[config.mk]
export PLATFORM = sky130hd
export DESIGN_NAME = rtnh_div
export DESIGN_NICKNAME = d
export VERILOG_FILES = /design/src/hdl/rtnh_pkg.sv /design/src/hdl/rtnh_div.sv
export SDC_FILE = /design/constraint.sdc
export NUM_CORES = 1
export LEC_CHECK = 0
export ABC_AREA = 1
export BUFFER_PORTS_ARGS = -buffer_cell sky130_fd_sc_hd__buf_2
export CORE_AREA = 2 2 279 281
export DETAILED_ROUTE_END_ITERATION = 10
export DIE_AREA = 0 0 281 283
export GPL_ROUTABILITY_DRIVEN = 0
export SLEW_MARGIN = 20
export SYNTH_ARGS = -nofsm -noshare
export SYNTH_HDL_FRONTEND = slang
export SYNTH_SLANG_ARGS = --single-unit
[constraint.sdc]
create_clock -name clk -period 12.1 [get_ports clk]
set_input_delay 2.42 -clock clk [delete_from_list [all_inputs] [get_ports clk]]
set_output_delay 2.42 -clock clk [all_outputs]
set_load 0.01 [all_outputs]
[src/hdl/rtnh_pkg.sv]
// shared types, codes and the multiply-accumulate program of the ray/triangle engine
package rtnh_pkg;

  localparam int unsigned OPW = 34;   // multiplier operand width
  localparam int unsigned PRW = 68;   // product width
  localparam int unsigned ACW = 104;  // accumulator width
  localparam int unsigned CRW = 67;   // cross product component width
  localparam int unsigned DVW = 136;  // divider datapath width
  localparam int unsigned QW  = 32;   // quotient width
  localparam int unsigned NSTEP = 36;
  localparam int unsigned TSAT_SHIFT = 31;

  typedef struct packed {
    logic        mode;
    logic [31:0] a_x;
    logic [31:0] a_y;
    logic [31:0] a_z;
    logic [31:0] b_x;
    logic [31:0] b_y;
    logic [31:0] b_z;
    logic [31:0] c_x;
    logic [31:0] c_y;
    logic [31:0] c_z;
    logic        last_tri;
  } in_t;

  typedef struct packed {
    logic        hit_found;
    logic [31:0] hit_distance;
    logic [16:0] bary_u;
    logic [16:0] bary_v;
    logic [15:0] hit_triangle;
  } out_t;

  typedef enum logic [3:0] {
    REG_ORIGIN_X = 4'd0,
    REG_ORIGIN_Y = 4'd1,
    REG_ORIGIN_Z = 4'd2,
    REG_DIR_X    = 4'd3,
    REG_DIR_Y    = 4'd4,
    REG_DIR_Z    = 4'd5,
    REG_DIST_MIN = 4'd6,
    REG_DIST_MAX = 4'd7
  } reg_idx_t;

  typedef enum logic [4:0] {
    S_D0, S_D1, S_D2,
    S_E10, S_E11, S_E12,
    S_E20, S_E21, S_E22,
    S_T0, S_T1, S_T2,
    S_PL0, S_PL1, S_PL2,
    S_PH0, S_PH1, S_PH2,
    S_QL0, S_QL1, S_QL2,
    S_QH0, S_QH1, S_QH2
  } src_t;

  typedef enum logic [3:0] {
    DST_NONE, DST_P0, DST_P1, DST_P2, DST_Q0, DST_Q1, DST_Q2,
    DST_DET, DST_UN, DST_VN, DST_TN
  } dst_t;

  typedef struct packed {
    src_t src_a;
    src_t src_b;
    logic neg;
    logic hi;
    logic first;
    logic last;
    dst_t dest;
  } mop_t;

  typedef struct packed {
    logic done;
    dst_t dest;
  } mac_stat_t;

  function automatic mop_t mk(src_t a, src_t b, logic neg, logic hi, logic first, dst_t dest);
    mop_t m;
    m.src_a = a;
    m.src_b = b;
    m.neg   = neg;
    m.hi    = hi;
    m.first = first;
    m.last  = (dest != DST_NONE);
    m.dest  = dest;
    return m;
  endfunction

  // cross products, then the four dot products with split high/low halves
  function automatic mop_t prog(logic [5:0] step);
    mop_t m;
    m = mk(S_D0, S_D0, 1'b0, 1'b0, 1'b1, DST_NONE);
    case (step)
      6'd0:  m = mk(S_D1, S_E22, 1'b0, 1'b0, 1'b1, DST_NONE);
      6'd1:  m = mk(S_D2, S_E21, 1'b1, 1'b0, 1'b0, DST_P0);
      6'd2:  m = mk(S_D2, S_E20, 1'b0, 1'b0, 1'b1, DST_NONE);
      6'd3:  m = mk(S_D0, S_E22, 1'b1, 1'b0, 1'b0, DST_P1);
      6'd4:  m = mk(S_D0, S_E21, 1'b0, 1'b0, 1'b1, DST_NONE);
      6'd5:  m = mk(S_D1, S_E20, 1'b1, 1'b0, 1'b0, DST_P2);
      6'd6:  m = mk(S_T1, S_E12, 1'b0, 1'b0, 1'b1, DST_NONE);
      6'd7:  m = mk(S_T2, S_E11, 1'b1, 1'b0, 1'b0, DST_Q0);
      6'd8:  m = mk(S_T2, S_E10, 1'b0, 1'b0, 1'b1, DST_NONE);
      6'd9:  m = mk(S_T0, S_E12, 1'b1, 1'b0, 1'b0, DST_Q1);
      6'd10: m = mk(S_T0, S_E11, 1'b0, 1'b0, 1'b1, DST_NONE);
      6'd11: m = mk(S_T1, S_E10, 1'b1, 1'b0, 1'b0, DST_Q2);
      6'd12: m = mk(S_E10, S_PL0, 1'b0, 1'b0, 1'b1, DST_NONE);
      6'd13: m = mk(S_E10, S_PH0, 1'b0, 1'b1, 1'b0, DST_NONE);
      6'd14: m = mk(S_E11, S_PL1, 1'b0, 1'b0, 1'b0, DST_NONE);
      6'd15: m = mk(S_E11, S_PH1, 1'b0, 1'b1, 1'b0, DST_NONE);
      6'd16: m = mk(S_E12, S_PL2, 1'b0, 1'b0, 1'b0, DST_NONE);
      6'd17: m = mk(S_E12, S_PH2, 1'b0, 1'b1, 1'b0, DST_DET);
      6'd18: m = mk(S_T0, S_PL0, 1'b0, 1'b0, 1'b1, DST_NONE);
      6'd19: m = mk(S_T0, S_PH0, 1'b0, 1'b1, 1'b0, DST_NONE);
      6'd20: m = mk(S_T1, S_PL1, 1'b0, 1'b0, 1'b0, DST_NONE);
      6'd21: m = mk(S_T1, S_PH1, 1'b0, 1'b1, 1'b0, DST_NONE);
      6'd22: m = mk(S_T2, S_PL2, 1'b0, 1'b0, 1'b0, DST_NONE);
      6'd23: m = mk(S_T2, S_PH2, 1'b0, 1'b1, 1'b0, DST_UN);
      6'd24: m = mk(S_D0, S_QL0, 1'b0, 1'b0, 1'b1, DST_NONE);
      6'd25: m = mk(S_D0, S_QH0, 1'b0, 1'b1, 1'b0, DST_NONE);
      6'd26: m = mk(S_D1, S_QL1, 1'b0, 1'b0, 1'b0, DST_NONE);
      6'd27: m = mk(S_D1, S_QH1, 1'b0, 1'b1, 1'b0, DST_NONE);
      6'd28: m = mk(S_D2, S_QL2, 1'b0, 1'b0, 1'b0, DST_NONE);
      6'd29: m = mk(S_D2, S_QH2, 1'b0, 1'b1, 1'b0, DST_VN);
      6'd30: m = mk(S_E20, S_QL0, 1'b0, 1'b0, 1'b1, DST_NONE);
      6'd31: m = mk(S_E20, S_QH0, 1'b0, 1'b1, 1'b0, DST_NONE);
      6'd32: m = mk(S_E21, S_QL1, 1'b0, 1'b0, 1'b0, DST_NONE);
      6'd33: m = mk(S_E21, S_QH1, 1'b0, 1'b1, 1'b0, DST_NONE);
      6'd34: m = mk(S_E22, S_QL2, 1'b0, 1'b0, 1'b0, DST_NONE);
      6'd35: m = mk(S_E22, S_QH2, 1'b0, 1'b1, 1'b0, DST_TN);
      default: m = mk(S_D0, S_D0, 1'b0, 1'b0, 1'b1, DST_NONE);
    endcase
    return m;
  endfunction

endpackage

[src/hdl/rtnh_div.sv]
// restoring divider, one quotient bit per cycle
module rtnh_div (
  input  logic                         clk,
  input  logic                         rst_n,
  input  logic                         start,
  input  logic [rtnh_pkg::DVW-1:0]     num,
  input  logic [rtnh_pkg::DVW-1:0]     dvs,
  input  logic [5:0]                   nbits,
  output logic                         done,
  output logic [rtnh_pkg::QW-1:0]      quo
);

  logic [rtnh_pkg::DVW-1:0] rem_r, dvs_r;
  logic [rtnh_pkg::QW-1:0]  quo_r;
  logic [5:0]               cnt_r;
  logic                     busy_r, done_r, ge;

  assign ge = (rem_r >= dvs_r);

  always_ff @(posedge clk) begin
    if (start) begin
      rem_r <= num;
      dvs_r <= dvs;
      quo_r <= '0;
    end else if (busy_r) begin
      if (ge) rem_r <= rem_r - dvs_r;
      dvs_r <= dvs_r >> 1;
      quo_r <= {quo_r[rtnh_pkg::QW-2:0], ge};
    end
    if (!rst_n) begin
      busy_r <= 1'b0;
      done_r <= 1'b0;
      cnt_r  <= '0;
    end else begin
      done_r <= 1'b0;
      if (start) begin
        busy_r <= 1'b1;
        cnt_r  <= nbits;
      end else if (busy_r) begin
        cnt_r <= cnt_r - 6'd1;
        if (cnt_r == 6'd1) begin
          busy_r <= 1'b0;
          done_r <= 1'b1;
        end
      end
    end
  end

  assign done = done_r;
  assign quo  = quo_r;

endmodule

==> metrics.txt <==
Post-Route Skew=0.0239 ns; Critical Path Sink Type=register; Syn Inst Count=4,185; Cell Area, Synth=0.0267 mm^2; Tcrit/Tclk final=43.3%; Crit Path Max Fanout=147; dpl cells=5,478; ranking of synthesized cells by area=edfxtp_1 31%, nand2_1 21%, inv_1 11%; largest area contributor in the netlist=edfxtp_1; Die W=281 um; hold bufs inserted after CTS=0; CTS tree=built; setup TNS=0 ns; Net Sw Power=2.48 mW; #FFs+latches synth=312; crit path launch type=input port; initial antenna violation count=1; Max Root-Sink Buffers=3; final WL=98,900 um; antenna viol nets, final=0; vias per inst=4.88; first-pass GRT wire length=147,000 um; Period minus WS final=5.24 ns; syn nets=4,605; vias in the first global route=25,678; cell with the most instances after synthesis=nand2_1; DR pass1 iterations=9; layout cells sized above 1=12.7%; Post-synth top cells=1,506 x nand2_1, 805 x inv_1, 314 x nor2_1; Die Footprint=0.0795 mm^2; area occupied by multi-input gates=0.0142 mm^2; HP Class=reg -> reg; cell-internal power=2.88 mW; Setup Fix Bufs, Post-CTS=0; initial core utilization=34.8%; RSZ-0062 raised after global routing=no; Top FF cell, synth=edfxtp_1; Tot GR Track Use=24.3%; crit path kind=in -> reg; WL/cell=17.8 um; CP Data Required Time=12.29 ns; DP HPWL=82,500 um; largest net degree at the start of global routing=148; worst-margin pin slew=1.12 ns; switching share of total power=46.3%; H-tree levels=2; Comb pwr share=51.9%; CP Data Arrival Time=5.42 ns; number of synthesized flops with an enable pin=272; maximum VDD drop=98.6 uV; Cell Pwr Density=176 mW/mm^2; setup violators final=0; Ys Warns=0; vias after detailed routing=27,075; Max Freq=0.191 GHz; Flop pwr share=27.1%; register area share after synthesis=33.6%; FILL cells=8,448; share of synthesized registers carrying an async set or reset=0%; Residual DRC=1; later-pin clock latency in the skew report=0.59 ns; non-filler cells, final=5,551; TritonCTS Sinks=312; violated checks=DRC; CTS Buf Count=39; Total Nets Final=4,900; final number of max-transition violations=0; Static Leak=15.2 nW; status=finished, violations left; IO Port Bufs=313; Mapped Avg Cell Area=6.37 um^2; register area=0.00897 mm^2; DRT iter0 DRCs=2,475; Site Rows=102; top-area cell type share of the netlist area=30.6%; Max Cap Viol=0; CTS Root Cell=clkbuf_16; core outline area=0.0767 mm^2; IO Pins=314; final global-route overflow total=0; CTS resizes=0; Clk network pwr share=21.0%; Layout area overhead=14.7%; Yosys cell types=44; fin util=39.9%; max_slew headroom=25.2%; final hold vios=0; die height=283 um; clock transition at the registers of the reported paths=0.06 ns
-- cell usage in the layout, fill, tap and decap left out, drive strengths merged, types with 3 or more instances in the layout --
master and count:
or2 17, a21o 5, a21oi 193, a31oi 3
clkinv 18, clkbuf 53, nand4 20, xnor2 51
o21a 4, nor3 41, inv 864, nand3b 25
buf 321, nand2 1545, o21bai 14, o22ai 29
nor2 373, edfxtp 272, nor4 3, and2 3
dfxtp 40, ha 138, o21ai 296, xor2 3
nand3 171
-- metrics by stage --
step	hold slack, ns	area [um^2]	setup slack (ns)	power, mW
finish	0.470	30600	6.86	5.37
global route	0.488	30600	6.54	5.72
CTS	0.470	30500	6.80	5.34
detailed placement	0.461	29300	6.20	4.19
global placement	0.467	29300	6.26	4.16
floorplan	0.468	26700	4.56	3.31
-- state kept, by name (all words and copies together) (netlist names) --
register	count
done	1
rem_r	136
dvs_r	136
quo	32
busy_r	1
cnt_r	6
-- logic make-up (layout without fill, tap and decap cells) --
group                      after synthesis  in the layout  share of synthesized area (%)
DFF                                    312            312                           33.6
and+or+nand+nor                       2198           2198                           34.0
buffers and inverters                  932           1257                           13.2
adders and majority gates              139            139                           6.55
xor gates and xnor gates                54             54                           1.77
other                                    0              1                              0
AOI/OAI and AO/OA                      550            550                           10.8
-- per-layer routing --
metal | vias to the layer above | GRT usage (%) | part of all wire [%] | wire [um]
met5 | - | 0 | 0 | 0
met4 | 0 | 11.4 | 5.4 | 5300
met3 | 236 | 4.04 | 8.1 | 8000
met2 | 1021 | 39.8 | 45 | 44500
met1 | 12203 | 31.2 | 41 | 41000
li1 | 13615 | - | - | -
-- worst paths after layout --
kind	slack (ns)	startpoint	depth (start not counted)	endpoint
hold / removal	0.47	quo[0]	2	quo[0]
hold reg to reg	0.47	quo[0]	2	quo[0]
setup / recovery	6.86	start	5	dvs_r[48]
setup reg to reg	7.60	rem_r[36]	17	rem_r[59]
-- worst max-delay path, stage by stage --
cell,delay [ns]
buf_8,0.51
buf_4,0.57
nor2_1,0.27
inv_6,0.61
buf_4,0.83
-- final cells by class --
type | instances | area share (%)
Multi-Input combinational cell | 2941 | 46.4
Timing Repair Buffer | 321 | 5.42
Antenna cell | 1 | 0.00818
Tap cell | 1040 | 4.26
Clock buffer | 53 | 3.43
Sequential cell | 312 | 29.3
Inverter | 865 | 10.6
Clock inverter | 18 | 0.503
-- power by group through the flow --
stage	registers [mW]	clock network [mW]	logic, mW
after floorplan	1.47	0	1.84
after global placement	1.47	0	2.69
after detailed placement	1.48	0	2.71
after CTS	1.46	1.16	2.72
after global routing	1.47	1.19	3.05
final	1.45	1.13	2.78
(Power assumes the default switching activity.)
