===== src/hdl/rtnh_pkg.sv =====
// shared types, codes and the multiply-accumulate program of the ray/triangle engine
package rtnh_pkg;

  localparam int unsigned OPW = 34;   // multiplier operand width
  localparam int unsigned PRW = 68;   // product width
  localparam int unsigned ACW = 104;  // accumulator width
  localparam int unsigned CRW = 67;   // cross product component width
  localparam int unsigned DVW = 136;  // divider datapath width
  localparam int unsigned QW  = 32;   // quotient width
  localparam int unsigned NSTEP = 36;
  localparam int unsigned TSAT_SHIFT = 31;

  typedef struct packed {
    logic        mode;
    logic [31:0] a_x;
    logic [31:0] a_y;
    logic [31:0] a_z;
    logic [31:0] b_x;
    logic [31:0] b_y;
    logic [31:0] b_z;
    logic [31:0] c_x;
    logic [31:0] c_y;
    logic [31:0] c_z;
    logic        last_tri;
  } in_t;

  typedef struct packed {
    logic        hit_found;
    logic [31:0] hit_distance;
    logic [16:0] bary_u;
    logic [16:0] bary_v;
    logic [15:0] hit_triangle;
  } out_t;

  typedef enum logic [3:0] {
    REG_ORIGIN_X = 4'd0,
    REG_ORIGIN_Y = 4'd1,
    REG_ORIGIN_Z = 4'd2,
    REG_DIR_X    = 4'd3,
    REG_DIR_Y    = 4'd4,
    REG_DIR_Z    = 4'd5,
    REG_DIST_MIN = 4'd6,
    REG_DIST_MAX = 4'd7
  } reg_idx_t;

  typedef enum logic [4:0] {
    S_D0, S_D1, S_D2,
    S_E10, S_E11, S_E12,
    S_E20, S_E21, S_E22,
    S_T0, S_T1, S_T2,
    S_PL0, S_PL1, S_PL2,
    S_PH0, S_PH1, S_PH2,
    S_QL0, S_QL1, S_QL2,
    S_QH0, S_QH1, S_QH2
  } src_t;

  typedef enum logic [3:0] {
    DST_NONE, DST_P0, DST_P1, DST_P2, DST_Q0, DST_Q1, DST_Q2,
    DST_DET, DST_UN, DST_VN, DST_TN
  } dst_t;

  typedef struct packed {
    src_t src_a;
    src_t src_b;
    logic neg;
    logic hi;
    logic first;
    logic last;
    dst_t dest;
  } mop_t;

  typedef struct packed {
    logic done;
    dst_t dest;
  } mac_stat_t;

  function automatic mop_t mk(src_t a, src_t b, logic neg, logic hi, logic first, dst_t dest);
    mop_t m;
    m.src_a = a;
    m.src_b = b;
    m.neg   = neg;
    m.hi    = hi;
    m.first = first;
    m.last  = (dest != DST_NONE);
    m.dest  = dest;
    return m;
  endfunction

  // cross products, then the four dot products with split high/low halves
  function automatic mop_t prog(logic [5:0] step);
    mop_t m;
    m = mk(S_D0, S_D0, 1'b0, 1'b0, 1'b1, DST_NONE);
    case (step)
      6'd0:  m = mk(S_D1, S_E22, 1'b0, 1'b0, 1'b1, DST_NONE);
      6'd1:  m = mk(S_D2, S_E21, 1'b1, 1'b0, 1'b0, DST_P0);
      6'd2:  m = mk(S_D2, S_E20, 1'b0, 1'b0, 1'b1, DST_NONE);
      6'd3:  m = mk(S_D0, S_E22, 1'b1, 1'b0, 1'b0, DST_P1);
      6'd4:  m = mk(S_D0, S_E21, 1'b0, 1'b0, 1'b1, DST_NONE);
      6'd5:  m = mk(S_D1, S_E20, 1'b1, 1'b0, 1'b0, DST_P2);
      6'd6:  m = mk(S_T1, S_E12, 1'b0, 1'b0, 1'b1, DST_NONE);
      6'd7:  m = mk(S_T2, S_E11, 1'b1, 1'b0, 1'b0, DST_Q0);
      6'd8:  m = mk(S_T2, S_E10, 1'b0, 1'b0, 1'b1, DST_NONE);
      6'd9:  m = mk(S_T0, S_E12, 1'b1, 1'b0, 1'b0, DST_Q1);
      6'd10: m = mk(S_T0, S_E11, 1'b0, 1'b0, 1'b1, DST_NONE);
      6'd11: m = mk(S_T1, S_E10, 1'b1, 1'b0, 1'b0, DST_Q2);
      6'd12: m = mk(S_E10, S_PL0, 1'b0, 1'b0, 1'b1, DST_NONE);
      6'd13: m = mk(S_E10, S_PH0, 1'b0, 1'b1, 1'b0, DST_NONE);
      6'd14: m = mk(S_E11, S_PL1, 1'b0, 1'b0, 1'b0, DST_NONE);
      6'd15: m = mk(S_E11, S_PH1, 1'b0, 1'b1, 1'b0, DST_NONE);
      6'd16: m = mk(S_E12, S_PL2, 1'b0, 1'b0, 1'b0, DST_NONE);
      6'd17: m = mk(S_E12, S_PH2, 1'b0, 1'b1, 1'b0, DST_DET);
      6'd18: m = mk(S_T0, S_PL0, 1'b0, 1'b0, 1'b1, DST_NONE);
      6'd19: m = mk(S_T0, S_PH0, 1'b0, 1'b1, 1'b0, DST_NONE);
      6'd20: m = mk(S_T1, S_PL1, 1'b0, 1'b0, 1'b0, DST_NONE);
      6'd21: m = mk(S_T1, S_PH1, 1'b0, 1'b1, 1'b0, DST_NONE);
      6'd22: m = mk(S_T2, S_PL2, 1'b0, 1'b0, 1'b0, DST_NONE);
      6'd23: m = mk(S_T2, S_PH2, 1'b0, 1'b1, 1'b0, DST_UN);
      6'd24: m = mk(S_D0, S_QL0, 1'b0, 1'b0, 1'b1, DST_NONE);
      6'd25: m = mk(S_D0, S_QH0, 1'b0, 1'b1, 1'b0, DST_NONE);
      6'd26: m = mk(S_D1, S_QL1, 1'b0, 1'b0, 1'b0, DST_NONE);
      6'd27: m = mk(S_D1, S_QH1, 1'b0, 1'b1, 1'b0, DST_NONE);
      6'd28: m = mk(S_D2, S_QL2, 1'b0, 1'b0, 1'b0, DST_NONE);
      6'd29: m = mk(S_D2, S_QH2, 1'b0, 1'b1, 1'b0, DST_VN);
      6'd30: m = mk(S_E20, S_QL0, 1'b0, 1'b0, 1'b1, DST_NONE);
      6'd31: m = mk(S_E20, S_QH0, 1'b0, 1'b1, 1'b0, DST_NONE);
      6'd32: m = mk(S_E21, S_QL1, 1'b0, 1'b0, 1'b0, DST_NONE);
      6'd33: m = mk(S_E21, S_QH1, 1'b0, 1'b1, 1'b0, DST_NONE);
      6'd34: m = mk(S_E22, S_QL2, 1'b0, 1'b0, 1'b0, DST_NONE);
      6'd35: m = mk(S_E22, S_QH2, 1'b0, 1'b1, 1'b0, DST_TN);
      default: m = mk(S_D0, S_D0, 1'b0, 1'b0, 1'b1, DST_NONE);
    endcase
    return m;
  endfunction

endpackage


===== src/hdl/rtnh_mac.sv =====
// shared signed multiplier with a registered product and a wide accumulator
module rtnh_mac (
  input  logic                                 clk,
  input  logic                                 rst_n,
  input  logic                                 op_valid,
  input  rtnh_pkg::mop_t                       op,
  input  logic signed [rtnh_pkg::OPW-1:0]      a,
  input  logic signed [rtnh_pkg::OPW-1:0]      b,
  output rtnh_pkg::mac_stat_t                  stat,
  output logic signed [rtnh_pkg::ACW-1:0]      acc
);

  logic signed [rtnh_pkg::PRW-1:0] prod_r;
  logic                            v1_r;
  rtnh_pkg::mop_t                  op1_r;
  logic signed [rtnh_pkg::ACW-1:0] acc_r, acc_nxt, term;
  rtnh_pkg::mac_stat_t             stat_r;

  always_ff @(posedge clk) begin
    prod_r <= a * b;
    op1_r  <= op;
    acc_r  <= acc_nxt;
    if (!rst_n) begin
      v1_r   <= 1'b0;
      stat_r <= '0;
    end else begin
      v1_r        <= op_valid;
      stat_r.done <= v1_r & op1_r.last;
      stat_r.dest <= op1_r.dest;
    end
  end

  always_comb begin
    term = rtnh_pkg::ACW'(prod_r);
    if (op1_r.hi) term = term <<< 33;
    if (op1_r.neg) term = -term;
    acc_nxt = acc_r;
    if (v1_r) acc_nxt = (op1_r.first ? '0 : acc_r) + term;
  end

  assign acc  = acc_r;
  assign stat = stat_r;

endmodule


===== config.mk =====
export PLATFORM = sky130hd
export DESIGN_NAME = rtnh_mac
export DESIGN_NICKNAME = d
export VERILOG_FILES = /design/src/hdl/rtnh_pkg.sv /design/src/hdl/rtnh_mac.sv
export SDC_FILE = /design/constraint.sdc
export NUM_CORES = 2
export LEC_CHECK = 0
export ABC_CLOCK_PERIOD_IN_PS = 8800
export CAP_MARGIN = 5
export CORE_ASPECT_RATIO = 0.9
export CORE_MARGIN = 5
export CORE_UTILIZATION = 50
export CTS_CLUSTER_DIAMETER = 60
export CTS_CLUSTER_SIZE = 40
export DETAILED_ROUTE_END_ITERATION = 16
export DONT_BUFFER_PORTS = 1
export GPL_TIMING_DRIVEN = 1
export PLACE_DENSITY = 0.63
export SLEW_MARGIN = 5
export SYNTH_ARGS = -nofsm -noshare
export SYNTH_HDL_FRONTEND = slang
export SYNTH_SLANG_ARGS = --single-unit

===== constraint.sdc =====
create_clock -name clk -period 8.8 [get_ports clk]
set_input_delay 0 -clock clk [delete_from_list [all_inputs] [get_ports clk]]
set_output_delay 0 -clock clk [all_outputs]
set_load 0.02 [all_outputs]

==> impl_metrics.toml <==
[sta]
drv_slew = 0
layout_min_cycle_time_ns = 7.838
setup_viol = 0
fmax_ghz = 0.1276
rsz0062_at_grt = "no"
tightest_slew_ns = 0.8836
fin_setup_tns_ns = 0
skew_ns = 0.01726
slew_headroom_pct = 41.01
finalCritPeriodShare_pct = 89.07
finalHoldViolCount = 0

[worst_setup_path]
r2r_end = "acc[102]$_DFFE_PP_"
r2r_cells = 26
cpPeakStageDelay_ns = 0.67
arrival_ns = 8.19
crit_fanout = 34
cp_slowest_cell = "a2111oi_0"
cp-start-kind = "input pin"
criticalPathCategory = "in2reg"
reg2reg_from = "op1_r[6]$_DFF_P_"
regToRegSetupSlack_ns = 1.51
critical_path_required_ns = 9.15
endpoint_kind = "flop"

[floorplan]
dieWidth_um = 365.6
rows = 117
core_mm2 = 0.1130
die_h_um = 330.0
floorplan.initialDensity_pct = 50.35
die-area_mm2 = 0.1207
ios = 198

[synth]
yosysSeqAreaShare_pct = 8.374
synthCells = 6293
ys_ff_latch = 186
avgSynthCellArea_um2 = 9.042
ys_async_sr_fraction_pct = 0
synthesis.nets = 7932
syn-cell-area_mm2 = 0.05690
synth-main-ff-cell = "edfxtp_1"
synth_warnings = 0
yosys.cell_types.count = 91
synth_edf_count = 104

[final_layout]
final_common_cell = "inv_1"
drive_gt1_share_pct = 1.870
syn2layout_area_growth_pct = 2.709
num-nets-final = 7669
final_cell_mix = "inv_1 (1252), fa_1 (1242), nand2_1 (688)"

[worst_hold_path]
holdPathEnd = "op1_r[3]$_DFF_P_"
hp-class = "in2reg"
min_from = "op[3]"
whs_path_depth = 1

[placed_design]
hpwl_mm = 129.5
portBuffers = 0
place_congestion = 0.9426

[clocking]
root_buffer = "clkbuf_16"
ctsResizeCount = 0
cts_setup_buffers = 0
clockBufferDepth = 2
cts_sinks = 186
worstSkewPairLatency_ns = 0.46
cts_tree = "yes"
clk_pin_slew_ns = 0.09
cts_buffers = 17
cts_htree_levels = 4

[route]
drc = 0
drt-total-wl_mm = 160.9
num_vias = 42160
drtAntennaViolNets = 0
first_pass_iters = 6
drt_iter0_drc = 3125
drt-vias-per-instance = 5.597
routed_wire_length_per_instance_um = 21.37

[grt]
grt_pass1_vias = 45040
grt.total_usage_pct = 27.34
gr-total-overflow = 0
grt_pass1_wl_mm = 257.6
grt_max_degree = 68
antenna_found_initial = 1

[run]
drv_cap = 0

[run_status]
outcome = "complete, no violations"
==> metrics by stage <==
stage	worst slack, ns	hold WS [ns]	util (%)	cell area, µm²	std cells
finish	0.9621	0.07976	51.71	58440	7532
global route	0.6690	0.06897	51.71	58440	7530
CTS	1.059	0.05822	51.71	58440	7530
detailed placement	0.6056	0.02774	51.00	57630	7480
global placement	0.6595	0.02775	51.00	57630	7480
floorplan	1.063	0.02772	-	56900	6293
==> registers in the layout (all words and copies together) (netlist names) <==
signal,count
acc,104
v1_r,1
prod_r,68
op1_r,8
stat,5
==> critical path, delay by kind of cell <==
kind | cells | cell delay (ns)
XOR/XNOR | 1 | 0.15
AO/OA/AOI/OAI | 6 | 1.90
buffers and inverters | 9 | 0.66
AND/OR/NAND/NOR | 5 | 0.97
adder cells (fa/ha/maj) | 9 | 4.46
==> layer usage <==
layer	wire [µm]	GRT usage, %
met5	0	0
met3	11800	4.272
met2	75830	44.58
met1	68980	38.58
met4	4302	6.912
==> synthesized netlist by cell type (all sizes together) (7+ instances only) <==
library cell	number	area, µm²
inv	1254	4707
fa	1242	24860
nand2	689	2589
and2	625	3910
clkbuf	313	1265
ha	308	3854
a21oi	269	1346
nor2	179	674.4
xnor2	156	1366
o21ai	153	765.7
nor2b	134	838.3
xor2	110	963.4
edfxtp	104	3123
a21o	97	730.7
dfxtp	82	1642
nand4	52	325.3
nor3	51	260.3
o21bai	47	352.8
nand3	43	215.2
mux2i	30	300.3
nand2b	29	188.9
o31ai	26	209.0
or3	24	156.4
a31oi	19	118.9
o21a	17	127.6
a211oi	16	120.1
and3	16	100.1
o41ai	14	130.1
nor4	13	117.6
o211ai	13	97.59
buf	12	62.56
nor3b	12	90.09
or2	11	73.82
o22ai	10	62.56
a221oi	9	78.83
a311oi	8	70.07
and4	8	70.07
a211o	7	61.31
mux2	7	78.83
or4	7	63.81
==> worst max-delay path by stage <==
stage / start / end / slack, ns / cells after the start
finish: a[19] / prod_r[67]$_DFF_P_ / 0.96 / 30
global route: a[19] / prod_r[67]$_DFF_P_ / 0.67 / 30
CTS: a[19] / prod_r[67]$_DFF_P_ / 1.06 / 30
detailed placement: a[19] / prod_r[67]$_DFF_P_ / 0.61 / 30
global placement: a[19] / prod_r[67]$_DFF_P_ / 0.66 / 30
floorplan: b[4] / prod_r[67]$_DFF_P_ / 1.06 / 30
==> what timing repair did <==
| action | 4_1_cts | 5_1_grt |
|---|---|---|
| hold buffers | 18 | 0 |
| endpoints found under the hold margin | 17 | 0 |
| setup endpoints to repair | 0 | 0 |
==> area by class of cell <==
cell class                 instances  area, µm²
tap                             1487       1861
fill                           10650      54570
multi-input combinational       4528      46100
antenna                            2      5.005
inverter                        1254       4707
timing repair buffer              43      367.9
sequential                       186       4777
clock buffer                      19      454.2
clock inverter                    13      168.9
==> kinds of logic after synthesis <==
family                     share of synthesized area (%)
and+or+nand+nor                                    17.37
buffers and inverters                              10.61
adders and majority gates                          50.47
AOI/OAI and AO/OA                                  8.415
xor gates and xnor gates                           4.094
DFF                                                8.374
muxes                                             0.6663
Power is not shown: default switching activity piles up to over one toggle a cycle in this logic, so the estimate is an artifact.
